## src/scbp_pkg.sv

```systemverilog
// ----------------------------------------------------------------------------
// Size class block pool package
// Operation and status codes and the fixed field widths of the pool ports.
// ----------------------------------------------------------------------------
package scbp_pkg;

  localparam int REQ_W    = 10;
  localparam int HANDLE_W = 6;
  localparam int BYTES_W  = 7;
  localparam int CMP_W    = 16;

  typedef enum logic {
    OP_ALLOC,
    OP_RELEASE
  } op_t;

  typedef enum logic [1:0] {
    ST_OK,
    ST_TOO_BIG,
    ST_EXHAUSTED,
    ST_BAD_RELEASE
  } status_t;

endpackage

```

## src/scbp_slot_stack.sv

```systemverilog
// ----------------------------------------------------------------------------
// Free slot stack storage
// Single write port, single read port memory with a registered read that
// holds its data while the read enable is low.
// ----------------------------------------------------------------------------
module scbp_slot_stack #(
  parameter int DEPTH = 40,
  parameter int AW    = 6,
  parameter int DW    = 3
) (
  input  logic          clk,
  input  logic          rd_en,
  input  logic [AW-1:0] rd_addr,
  output logic [DW-1:0] rd_data,
  input  logic          wr_en,
  input  logic [AW-1:0] wr_addr,
  input  logic [DW-1:0] wr_data
);

  logic [DW-1:0] mem [DEPTH];

  always_ff @(posedge clk) begin
    if (wr_en) begin
      mem[wr_addr] <= wr_data;
    end
    if (rd_en) begin
      rd_data <= mem[rd_addr];
    end
  end

endmodule

```

## src/size_class_block_pool.sv

```systemverilog
// ----------------------------------------------------------------------------
// Size class block pool
// Pool of fixed blocks in power-of-two size classes, each class with a LIFO
// stack of free slots; serves allocate and release requests.
// ----------------------------------------------------------------------------
//
//   Channel  Dir  tdata (low bit up)                      tuser
//   s_*      in   request_bytes[9:0] release_handle[15:10] operation
//   m_*      out  block_handle[5:0] block_bytes[12:6]      status
//
// One transfer is taken every cycle while the output is not stalled; a result
// passes through the input register, which takes the transfer, the middle
// stage, which registers the stack memory read, and the result register.
// Reset needs no clearing pass: a per-class low-water mark tells which stack
// entries still hold their reset contents.
// When m_tready is low with a result waiting, every stage holds and s_tready
// is low.
module size_class_block_pool #(
  parameter int NUM_CLASSES      = 5,
  parameter int SLOTS_PER_CLASS  = 8,
  parameter int BASE_BLOCK_BYTES = 4
) (
  input  logic        clk,
  input  logic        rst,
  input  logic        s_tvalid,
  output logic        s_tready,
  input  logic [15:0] s_tdata,   // request_bytes, release_handle
  input  logic        s_tuser,   // operation
  output logic        m_tvalid,
  input  logic        m_tready,
  output logic [15:0] m_tdata,   // block_handle, block_bytes, zero fill
  output logic [1:0]  m_tuser    // status
);

  localparam int TOTAL = NUM_CLASSES * SLOTS_PER_CLASS;
  localparam int AW    = (TOTAL > 1) ? $clog2(TOTAL) : 1;
  localparam int SW    = (SLOTS_PER_CLASS > 1) ? $clog2(SLOTS_PER_CLASS) : 1;
  localparam int CW    = $clog2(SLOTS_PER_CLASS + 1);
  localparam int CLW   = (NUM_CLASSES > 1) ? $clog2(NUM_CLASSES) : 1;
  localparam int XW0   = $clog2(TOTAL + 1);
  localparam int XW    = (XW0 > scbp_pkg::HANDLE_W) ? XW0 : scbp_pkg::HANDLE_W;

  function automatic logic [scbp_pkg::CMP_W-1:0] class_bytes(input int c);
    class_bytes = scbp_pkg::CMP_W'(BASE_BLOCK_BYTES) << c;
  endfunction

  logic adv;

  // Input stage
  logic                              v1;
  scbp_pkg::op_t                     op1;
  logic [scbp_pkg::REQ_W-1:0]        req1;
  logic [scbp_pkg::HANDLE_W-1:0]     h1;

  // Middle stage
  logic                              v2;
  logic                              pop2;
  scbp_pkg::status_t                 st2;
  logic [scbp_pkg::BYTES_W-1:0]      bytes2;
  logic [scbp_pkg::HANDLE_W-1:0]     outh2;
  logic [CLW-1:0]                    cls2;
  logic                              untouched2;
  logic [SW-1:0]                     init2;

  // Result stage
  scbp_pkg::status_t                 out_status;
  logic [scbp_pkg::HANDLE_W-1:0]     out_handle;
  logic [scbp_pkg::BYTES_W-1:0]      out_bytes;

  // Pool state
  logic [CW-1:0]                     free_count [NUM_CLASSES];
  logic [CW-1:0]                     low_water  [NUM_CLASSES];
  logic [TOTAL-1:0]                  slot_in_use;
  logic [TOTAL-1:0]                  slot_in_use_next;

  // Stack memory
  logic                              rd_en;
  logic [AW-1:0]                     rd_addr;
  logic [SW-1:0]                     rd_data;
  logic                              wr_en;
  logic [AW-1:0]                     wr_addr;
  logic [SW-1:0]                     wr_data;

  // Input stage decode
  logic                              hit;
  logic [CLW-1:0]                    cls;
  logic [CLW-1:0]                    rc;
  logic [XW-1:0]                     h_x;
  logic [XW-1:0]                     rc_base;
  logic                              h_in_range;
  logic [AW-1:0]                     h_idx;
  logic                              in_use;
  logic [CW-1:0]                     cnt_a;
  logic [CW-1:0]                     cnt_r;
  logic                              pop1;
  logic                              rel_ok1;
  scbp_pkg::status_t                 st1;
  logic [scbp_pkg::BYTES_W-1:0]      bytes1;
  logic [scbp_pkg::HANDLE_W-1:0]     outh1;
  logic                              untouched1;
  logic [SW-1:0]                     init1;

  // Middle stage decode
  logic [SW-1:0]                     slot2;
  logic [AW-1:0]                     hnd2;
  logic                              set2;

  assign adv      = !m_tvalid || m_tready;
  assign s_tready = adv;

  always_comb begin
    hit = 1'b0;
    cls = '0;
    for (int c = NUM_CLASSES - 1; c >= 0; c--) begin
      if (class_bytes(c) >= scbp_pkg::CMP_W'(req1)) begin
        hit = 1'b1;
        cls = CLW'(c);
      end
    end
  end

  always_comb begin
    h_x     = XW'(h1);
    rc      = '0;
    rc_base = '0;
    for (int c = 0; c < NUM_CLASSES; c++) begin
      if (h_x >= XW'(c * SLOTS_PER_CLASS)) begin
        rc      = CLW'(c);
        rc_base = XW'(c * SLOTS_PER_CLASS);
      end
    end
  end

  assign h_in_range = h_x < XW'(TOTAL);
  assign h_idx      = h_x[AW-1:0];
  assign cnt_a      = free_count[cls];
  assign cnt_r      = free_count[rc];
  assign in_use     = slot_in_use[h_idx] || (set2 && (XW'(hnd2) == h_x));
  assign untouched1 = cnt_a == low_water[cls];
  assign init1      = SW'(CW'(SLOTS_PER_CLASS) - cnt_a);

  always_comb begin
    pop1    = 1'b0;
    rel_ok1 = 1'b0;
    st1     = scbp_pkg::ST_OK;
    bytes1  = '0;
    outh1   = '0;
    if (op1 == scbp_pkg::OP_ALLOC) begin
      priority if (!hit) begin
        st1 = scbp_pkg::ST_TOO_BIG;
      end else if (cnt_a == '0) begin
        st1    = scbp_pkg::ST_EXHAUSTED;
        bytes1 = scbp_pkg::BYTES_W'(class_bytes(int'(cls)));
      end else begin
        pop1   = 1'b1;
        bytes1 = scbp_pkg::BYTES_W'(class_bytes(int'(cls)));
      end
    end else begin
      outh1 = h1;
      priority if (!h_in_range) begin
        st1 = scbp_pkg::ST_BAD_RELEASE;
      end else if (!in_use || cnt_r >= CW'(SLOTS_PER_CLASS)) begin
        st1    = scbp_pkg::ST_BAD_RELEASE;
        bytes1 = scbp_pkg::BYTES_W'(class_bytes(int'(rc)));
      end else begin
        rel_ok1 = 1'b1;
        bytes1  = scbp_pkg::BYTES_W'(class_bytes(int'(rc)));
      end
    end
  end

  assign rd_en   = adv && v1 && pop1;
  assign rd_addr = AW'(cls) * AW'(SLOTS_PER_CLASS) + AW'(cnt_a - CW'(1));
  assign wr_en   = adv && v1 && rel_ok1;
  assign wr_addr = AW'(rc) * AW'(SLOTS_PER_CLASS) + AW'(cnt_r);
  assign wr_data = SW'(h_x - rc_base);

  scbp_slot_stack #(
    .DEPTH (TOTAL),
    .AW    (AW),
    .DW    (SW)
  ) u_stack (
    .clk     (clk),
    .rd_en   (rd_en),
    .rd_addr (rd_addr),
    .rd_data (rd_data),
    .wr_en   (wr_en),
    .wr_addr (wr_addr),
    .wr_data (wr_data)
  );

  assign slot2 = untouched2 ? init2 : rd_data;
  assign hnd2  = AW'(cls2) * AW'(SLOTS_PER_CLASS) + AW'(slot2);
  assign set2  = v2 && pop2;

  // A release of the handle that the older pop has just taken comes later,
  // so its clear overrides the set.
  always_comb begin
    slot_in_use_next = slot_in_use;
    if (set2) begin
      slot_in_use_next[hnd2] = 1'b1;
    end
    if (v1 && rel_ok1) begin
      slot_in_use_next[h_idx] = 1'b0;
    end
  end

  always_ff @(posedge clk) begin
    if (rst) begin
      v1          <= 1'b0;
      v2          <= 1'b0;
      m_tvalid    <= 1'b0;
      slot_in_use <= '0;
      for (int c = 0; c < NUM_CLASSES; c++) begin
        free_count[c] <= CW'(SLOTS_PER_CLASS);
        low_water[c]  <= CW'(SLOTS_PER_CLASS);
      end
    end else if (adv) begin
      v1          <= s_tvalid;
      v2          <= v1;
      m_tvalid    <= v2;
      slot_in_use <= slot_in_use_next;
      if (v1 && pop1) begin
        free_count[cls] <= cnt_a - CW'(1);
        if (untouched1) begin
          low_water[cls] <= cnt_a - CW'(1);
        end
      end
      if (v1 && rel_ok1) begin
        free_count[rc] <= cnt_r + CW'(1);
      end
    end
  end

  always_ff @(posedge clk) begin
    if (adv) begin
      op1        <= scbp_pkg::op_t'(s_tuser);
      req1       <= s_tdata[scbp_pkg::REQ_W-1:0];
      h1         <= s_tdata[scbp_pkg::REQ_W +: scbp_pkg::HANDLE_W];
      pop2       <= pop1;
      st2        <= st1;
      bytes2     <= bytes1;
      outh2      <= outh1;
      cls2       <= cls;
      untouched2 <= untouched1;
      init2      <= init1;
      out_status <= st2;
      out_bytes  <= bytes2;
      out_handle <= pop2 ? scbp_pkg::HANDLE_W'(hnd2) : outh2;
    end
  end

  assign m_tuser = out_status;
  assign m_tdata = {3'b000, out_bytes, out_handle};

endmodule

```

## config.mk

```make
export PLATFORM = sky130hd
export DESIGN_NAME = size_class_block_pool
export DESIGN_NICKNAME = d
export VERILOG_FILES = /design/src/scbp_pkg.sv /design/src/scbp_slot_stack.sv /design/src/size_class_block_pool.sv
export SDC_FILE = /design/constraint.sdc
export NUM_CORES = 1
export LEC_CHECK = 0
export ABC_CLOCK_PERIOD_IN_PS = 4700
export BUFFER_PORTS_ARGS = -buffer_cell sky130_fd_sc_hd__buf_2
export CORE_MARGIN = 5
export CORE_UTILIZATION = 35
export CTS_BUF_LIST = sky130_fd_sc_hd__clkbuf_8
export CTS_CLUSTER_DIAMETER = 150
export DETAILED_ROUTE_END_ITERATION = 6
export GPL_TIMING_DRIVEN = 0
export PLACE_DENSITY = 0.56
export SLEW_MARGIN = 20
export SYNTH_ARGS = -nofsm -noshare
export SYNTH_HDL_FRONTEND = slang
export SYNTH_SLANG_ARGS = --single-unit
```

## constraint.sdc

```tcl
create_clock -name clk -period 4.7 [get_ports clk]
set_input_delay 0.47 -clock clk [delete_from_list [all_inputs] [get_ports clk]]
set_output_delay 0.47 -clock clk [all_outputs]
set_load 0.01 [all_outputs]
```

======== After elaboration in Yosys (flattened, before gate mapping) ========
Memories as Yosys holds them, arrays and structs flattened. A register that Yosys moved wholly into a read port is not among the register bits.
Cells that the tools add are included.
Widths: inputs -> output; s select.
word-level totals
  register bits after elaboration ......... 98
  latch bits .............................. 0
  memory bits (writable) .................. 160
  ROM bits ................................ 0
  input port bits ......................... 21
  logic and storage cells ................. 135
  memories ................................ 3
cells by class
  add/sub/neg operators ................... 8
  multipliers ............................. 0
  div/mod/pow operators ................... 0
  order comparisons ....................... 15
  equal/unequal tests ..................... 2
  shift operators ......................... 2
  mux-type cells .......................... 67
  bitwise logic cells ..................... 3
  reduce and logical (&&, ||, !) cells .... 18
memories
  name         words  bits a word  read ports  clocked after Yosys merged registers in  write ports  line                         text
  u_stack.mem  40     3            1           1                                        1            scbp_slot_stack.sv:20        logic [DW-1:0] mem [DEPTH];
  free_count   5      4            2           0                                        5            size_class_block_pool.sv:71  logic [CW-1:0] free_count [NUM_CLASSES];
  low_water    5      4            1           0                                        5            size_class_block_pool.sv:72  logic [CW-1:0] low_water [NUM_CLASSES];
operators by type and width
  kind                 number
  $mux 40              2
  $mux 3               15
  $and 40x40->40       1
  $not 40->40          1
  $or 40x40->40        1
  $mux 1               35
  $mux 7               3
  $lt 6x7->1 const B   2
  $shl 3x3->7 const A  2
  $demux 1 s6          2
  $ge 6x1->1 const B   2
  $ge 6x5->1 const B   2
  $mux 4               3
  $reduce_or 4->1      3
  $ge 3x10->1 const A  1
  $ge 4x10->1 const A  1
  $ge 5x10->1 const A  1
  $ge 6x10->1 const A  1
  $ge 7x10->1 const A  1
  $mux 2               5
  $logic_and 1x1->1    9
  $add 6x3->6          1
  $add 6x4->6          1
  $add 6x6->6          1
  other kinds (16)     19

======== Depth between registers and ports, before layout ========
An unclocked memory read counts as a cell.
  depth after elaboration ................. 19
  mapped depth ............................ 20
  depth with buffers taken out ............ 18

======== Hierarchy ========
From an unflattened synthesis, not the netlist that was laid out.
unflattened totals
  cell total of the unflattened synthesis .. 973
  area, all modules ....................... 12220.5 um2
by module, submodules not included
  module                 times used  cells an instance  area an instance (um2)  seq. area each (um2)
  size_class_block_pool  1           668                7031.7                  3593.4
  scbp_slot_stack        1           305                5188.7                  3693.5

======== Worst setup path before layout ========
No wires, ideal clock.
  path type ............................... reg2reg
  start point ............................. register req1[2] (netlist name)
  end point ............................... register u_stack.rd_data[1] (read register of u_stack.mem), data pin
  setup time .............................. 0.167 ns
  data arrival time ....................... 4.108 ns
  path slack .............................. 0.425 ns
  cell stages (with the launch flop) ...... 18
  buffers on the path ..................... 5
  period minus slack after synthesis ...... 4.275 ns
  cells stage by stage .................... edfxtp_1 or4b_1 o21a_1 o32a_1 o22ai_4 o21ai_4 inv_6 buf_12 buf_12 ha_1 clkbuf_1 buf_1 clkbuf_1 o21ai_0 o31ai_1 a31oi_1 o211a_1 a211oi_1
RTL lines
  what                    line                          text
  start, declared         size_class_block_pool.sv:52   logic [scbp_pkg::REQ_W-1:0] req1;
  start signal, assigned  size_class_block_pool.sv:238  req1 <= s_tdata[scbp_pkg::REQ_W-1:0];
  $ge 7x10->1             size_class_block_pool.sv:115  if (class_bytes(c) >= scbp_pkg::CMP_W'(req1)) begin
  $mux 3 (4 in series)    size_class_block_pool.sv:115
  $mux 3 (*)              size_class_block_pool.sv:115
  $mem_v2 5x4 (*)         --
  $sub 4x1->5 (*)         size_class_block_pool.sv:173  assign rd_addr = AW'(cls) * AW'(SLOTS_PER_CLASS) + AW'(cnt_a - CW'(1));
  $add 6x6->6 (*)         size_class_block_pool.sv:173
  net rd_addr[0]          size_class_block_pool.sv:78   logic [AW-1:0] rd_addr;
  end, declared           scbp_slot_stack.sv:14         output logic [DW-1:0] rd_data,
The timed path passes the listed nets; every way through them passes the cells marked *.
A chain may end at the register's enable or synchronous reset.

======== Worst setup path in the final report ========
  start point ............................. register req1[2] (netlist name)
  end point ............................... register u_stack.rd_data[2] (read register of u_stack.mem), data pin
between the ends
  word-level cells in the longest chain between the ends .. 12
RTL lines
  what                                                                 line                          text
  $ge 7x10->1                                                          size_class_block_pool.sv:115
  $mux 3 (4 in series)                                                 size_class_block_pool.sv:115
  $mux 3 (*)                                                           size_class_block_pool.sv:115
  $mem_v2 5x4 (*)                                                      --
  net cnt_a[0]                                                         size_class_block_pool.sv:93   logic [CW-1:0] cnt_a;
  parallel branches: the longest is 5 deep, another holds $add 6x6->6  --
Mark *: on every way through the listed nets, which the timed path passes.

==> reports/results.tsv <==
stage	metric	value	unit
status	status	finished clean	
synthesis	EDFF count, synth	225	
synthesis	post-synth top area cell	edfxtp_1	
synthesis	cell area after synthesis	13030	um2
timing	Max-slew headroom	35.15	%
timing	Worst Tran Pin Value	965.3	ps
critical_path	Worst R2R Setup Slack	100	ps
critical_path	CP Capture Type	flop	
global_route	Remaining Overflow, GRT	0	
detailed_routing	Post-route DRC	0	
critical_path	crit start category	flop	
clock_tree	CTS root buf	clkbuf_8	
worst_hold_path	Hold Startpoint	s_tdata[0]	
global_route	first-pass GRT wire length	57.73	mm
synthesis	commonest cells in the synthesized netlist	225 x edfxtp_1, 125 x nor2_1, 66 x nand2_1	
critical_path	worst r2r src	req1[2]	
synthesis	Ys Warns	0	
die	die area	41200	um2
synthesis	Seq/Total Area, Yosys	58.44	%
synthesis	top cells by area, synth	edfxtp_1 52%, dfxtp_1 6.6%, mux2i_1 4.2%, nor2_1 3.6%, mux4_2 3.1%	
placed_design	hpwl dp	26.30	mm
synthesis	distinct cell type count after synthesis	101	
clock_tree	clock sinks	268	
detailed_routing	drt total wl	37.72	mm
global_route	gr usage total	18.05	%
die	starting density of the core	35.52	%
critical_path	Setup CP Type	reg2reg	
finish	Layout Utilization	41.97	%
finish	share of cells above drive strength 1	20.41	%
timing	Slew Viols, Final	0	
timing	Fin Setup TNS	0	ps
timing	Worst Clk Skew	54.59	ps
timing	final setup vio count	0	
synthesis	top cell type's share of synthesized area	51.84	%
finish	area added between synthesis and finish	18.18	%
power	Design Power	5.408	mW
timing	Final Hold Fails	0	
critical_path	Data arrival, critical path	5040	ps
detailed_routing	wire per inst	21.84	um
synthesis	Main synth FF type	edfxtp_1	
clock_tree	TritonCTS clock tree	yes	
placed_design	GPL Wtd Cong	0.9331	
global_route	vias in the first global route	9715	
detailed_routing	via count	9551	
die	core area	36700	um2
worst_hold_path	Hold Crit Class	in2reg	
detailed_routing	Detailed Routing Iterations Pass 1	6	
detailed_routing	DRT iter0 DRCs	792	
detailed_routing	vias per std cell	5.530	
timing	Tcrit/Tclk final	97.85	%
finish	Finished Layout Cells	1727	
power	PD cells	351.1	nW/um2
timing	PnR worst setup slack	100.9	ps
placed_design	PortBufs	35	
die	Die X	203.0	um
clock_tree	Clock H-tree levels	2	
power	Leak	5.289	nW
finish	NumNets Final	1254	
critical_path	CP required	5140	ps
timing	Final min period	4599	ps
synthesis	Mean Syn Cell Area	12.00	um2
synthesis	synthesized flop and latch total	268	
critical_path	CP startpoint	req1[2]	
global_route	antenna violations before repair	0	
die	Die H	203.0	um
placed_design	Placed Cells incl. Taps	1610	
die	row count	70	
critical_path	CP max FO	10	
finish	number of antenna diodes	0	
clock_tree	Clock Latency Late Sink	640	ps
clock_tree	number of CTS-inserted buffers	47	
synthesis	post-synthesis cell count	1086	
clock_tree	maximum clock path buffer count	3	
placed_design	post-place setup slack	-1158	ps
clock_tree	clk slew on worst S/H paths	60	ps
timing	Fmax	217.4	MHz
global_route	pin count of the biggest net entering global routing	35	
synthesis	asr flop ratio synth	0	%
synthesis	top-count cell post-synth	edfxtp_1	
detailed_routing	Routed Antenna Nets	0	
die	Ports	41	
power	VDD IR max	0.1397	mV
job	Max Cap Viol	0	
==> critical path: stages (launching register included) <==
cell,delay [ps]
edfxtp_1,410
or4b_4,570
o21a_4,150
o32a_1,410
o22ai_4,220
o21ai_4,120
clkbuf_4,260
nor3_4,280
xor2_4,110
ha_2,430
buf_6,210
clkinvlp_4,180
a221oi_1,390
a22oi_1,200
a31oi_1,270
a31o_1,220
==> logic make-up after synthesis <==
family	count (synthesis)	share of synthesized area, %
simple gates	370	14.01
flops	268	58.44
compound gates	238	13.65
buf+inv	103	3.801
mux	82	8.112
xor+xnor	18	1.325
fa+ha+maj	6	0.6336
other cells	1	0.02877
==> cells in the final DEF (no fill, tap or decap), drive strengths merged, types with 9 or more instances in the layout <==
cell type	count
nor3	52
o21ai	29
or2	12
clkinv	16
nor4	9
nand2	67
a211oi	37
dfxtp	43
or3	22
mux2i	55
nor2b	9
mux2	9
buf	95
nand2b	14
mux4	18
o311ai	9
o31ai	10
clkbuf	86
and2	13
o211ai	12
inv	45
conb	16
edfxtp	225
nor2	125
xnor2	11
a21oi	57
nand3	21
dlygate4sd3	13
==> metrics by stage <==
stage	cell area, um2	hold slack [ps]
finish	15400	42.65
global route	15400	17.47
CTS	15180	2.591
detailed placement	13960	404.5
global placement	13850	401.9
floorplan	13090	400.3
==> registers in the layout (all words and copies together) (netlist names), 2 cells and up <==
| name | cells |
|---|---|
| bytes2 | 5 |
| cls2 | 3 |
| free_count | 21 |
| h1 | 6 |
| init2 | 3 |
| low_water | 30 |
| m_tuser | 2 |
| out_bytes | 5 |
| out_handle | 6 |
| outh2 | 6 |
| req1 | 10 |
| slot_in_use | 40 |
| st2 | 2 |
| u_stack.mem | 120 |
| u_stack.rd_data | 3 |
==> routing by layer <==
metal  global-route usage (%)  vias to the layer above  share of wire [%]
met2                    28.73                      368                 46
met4                    7.735                        0                3.8
met3                    3.290                       93                6.2
met5                        0                        -                  0
met1                    24.31                     4676                 44
li1                         -                     4414                  -
==> path summary, 6_finish.rpt <==
kind / endpoint / depth (start not counted)
worst min register to register: out_bytes[6] / 0
worst max register to register: u_stack.rd_data[2] / 15
worst min-delay path: req1[0] / 1
worst max-delay path: u_stack.rd_data[2] / 15
==> what timing repair did <==
item,in CTS,in global routing
endpoints found under the setup margin,14,162
hold buffers,13,0
gates resized for setup,30,30
pin swaps,3,7
buffers inserted,9,14
endpoints found under the hold margin,13,0
==> power breakdown <==
| group | switching (mW) | total (mW) | internal [mW] |
|---|---|---|---|
| sequential | 0.0254 | 2.66 | 2.63 |
| combinational | 0.386 | 0.607 | 0.221 |
| clock | 0.988 | 2.14 | 1.16 |
| total | 1.40 | 5.41 | 4.01 |
==> layout make-up <==
| cell class | instances | area, um2 |
|---|---|---|
| Clock inverter | 34 | 259.0 |
| Multi-Input combinational cell | 730 | 5156 |
| Clock buffer | 47 | 646.9 |
| Fill cell | 3464 | 21290 |
| Timing Repair Buffer | 77 | 591.8 |
| Sequential cell | 268 | 7617 |
| Buffer | 70 | 414.1 |
| Inverter | 33 | 132.6 |
| Tap cell | 468 | 585.6 |
Power figures use the tool's default switching activity.
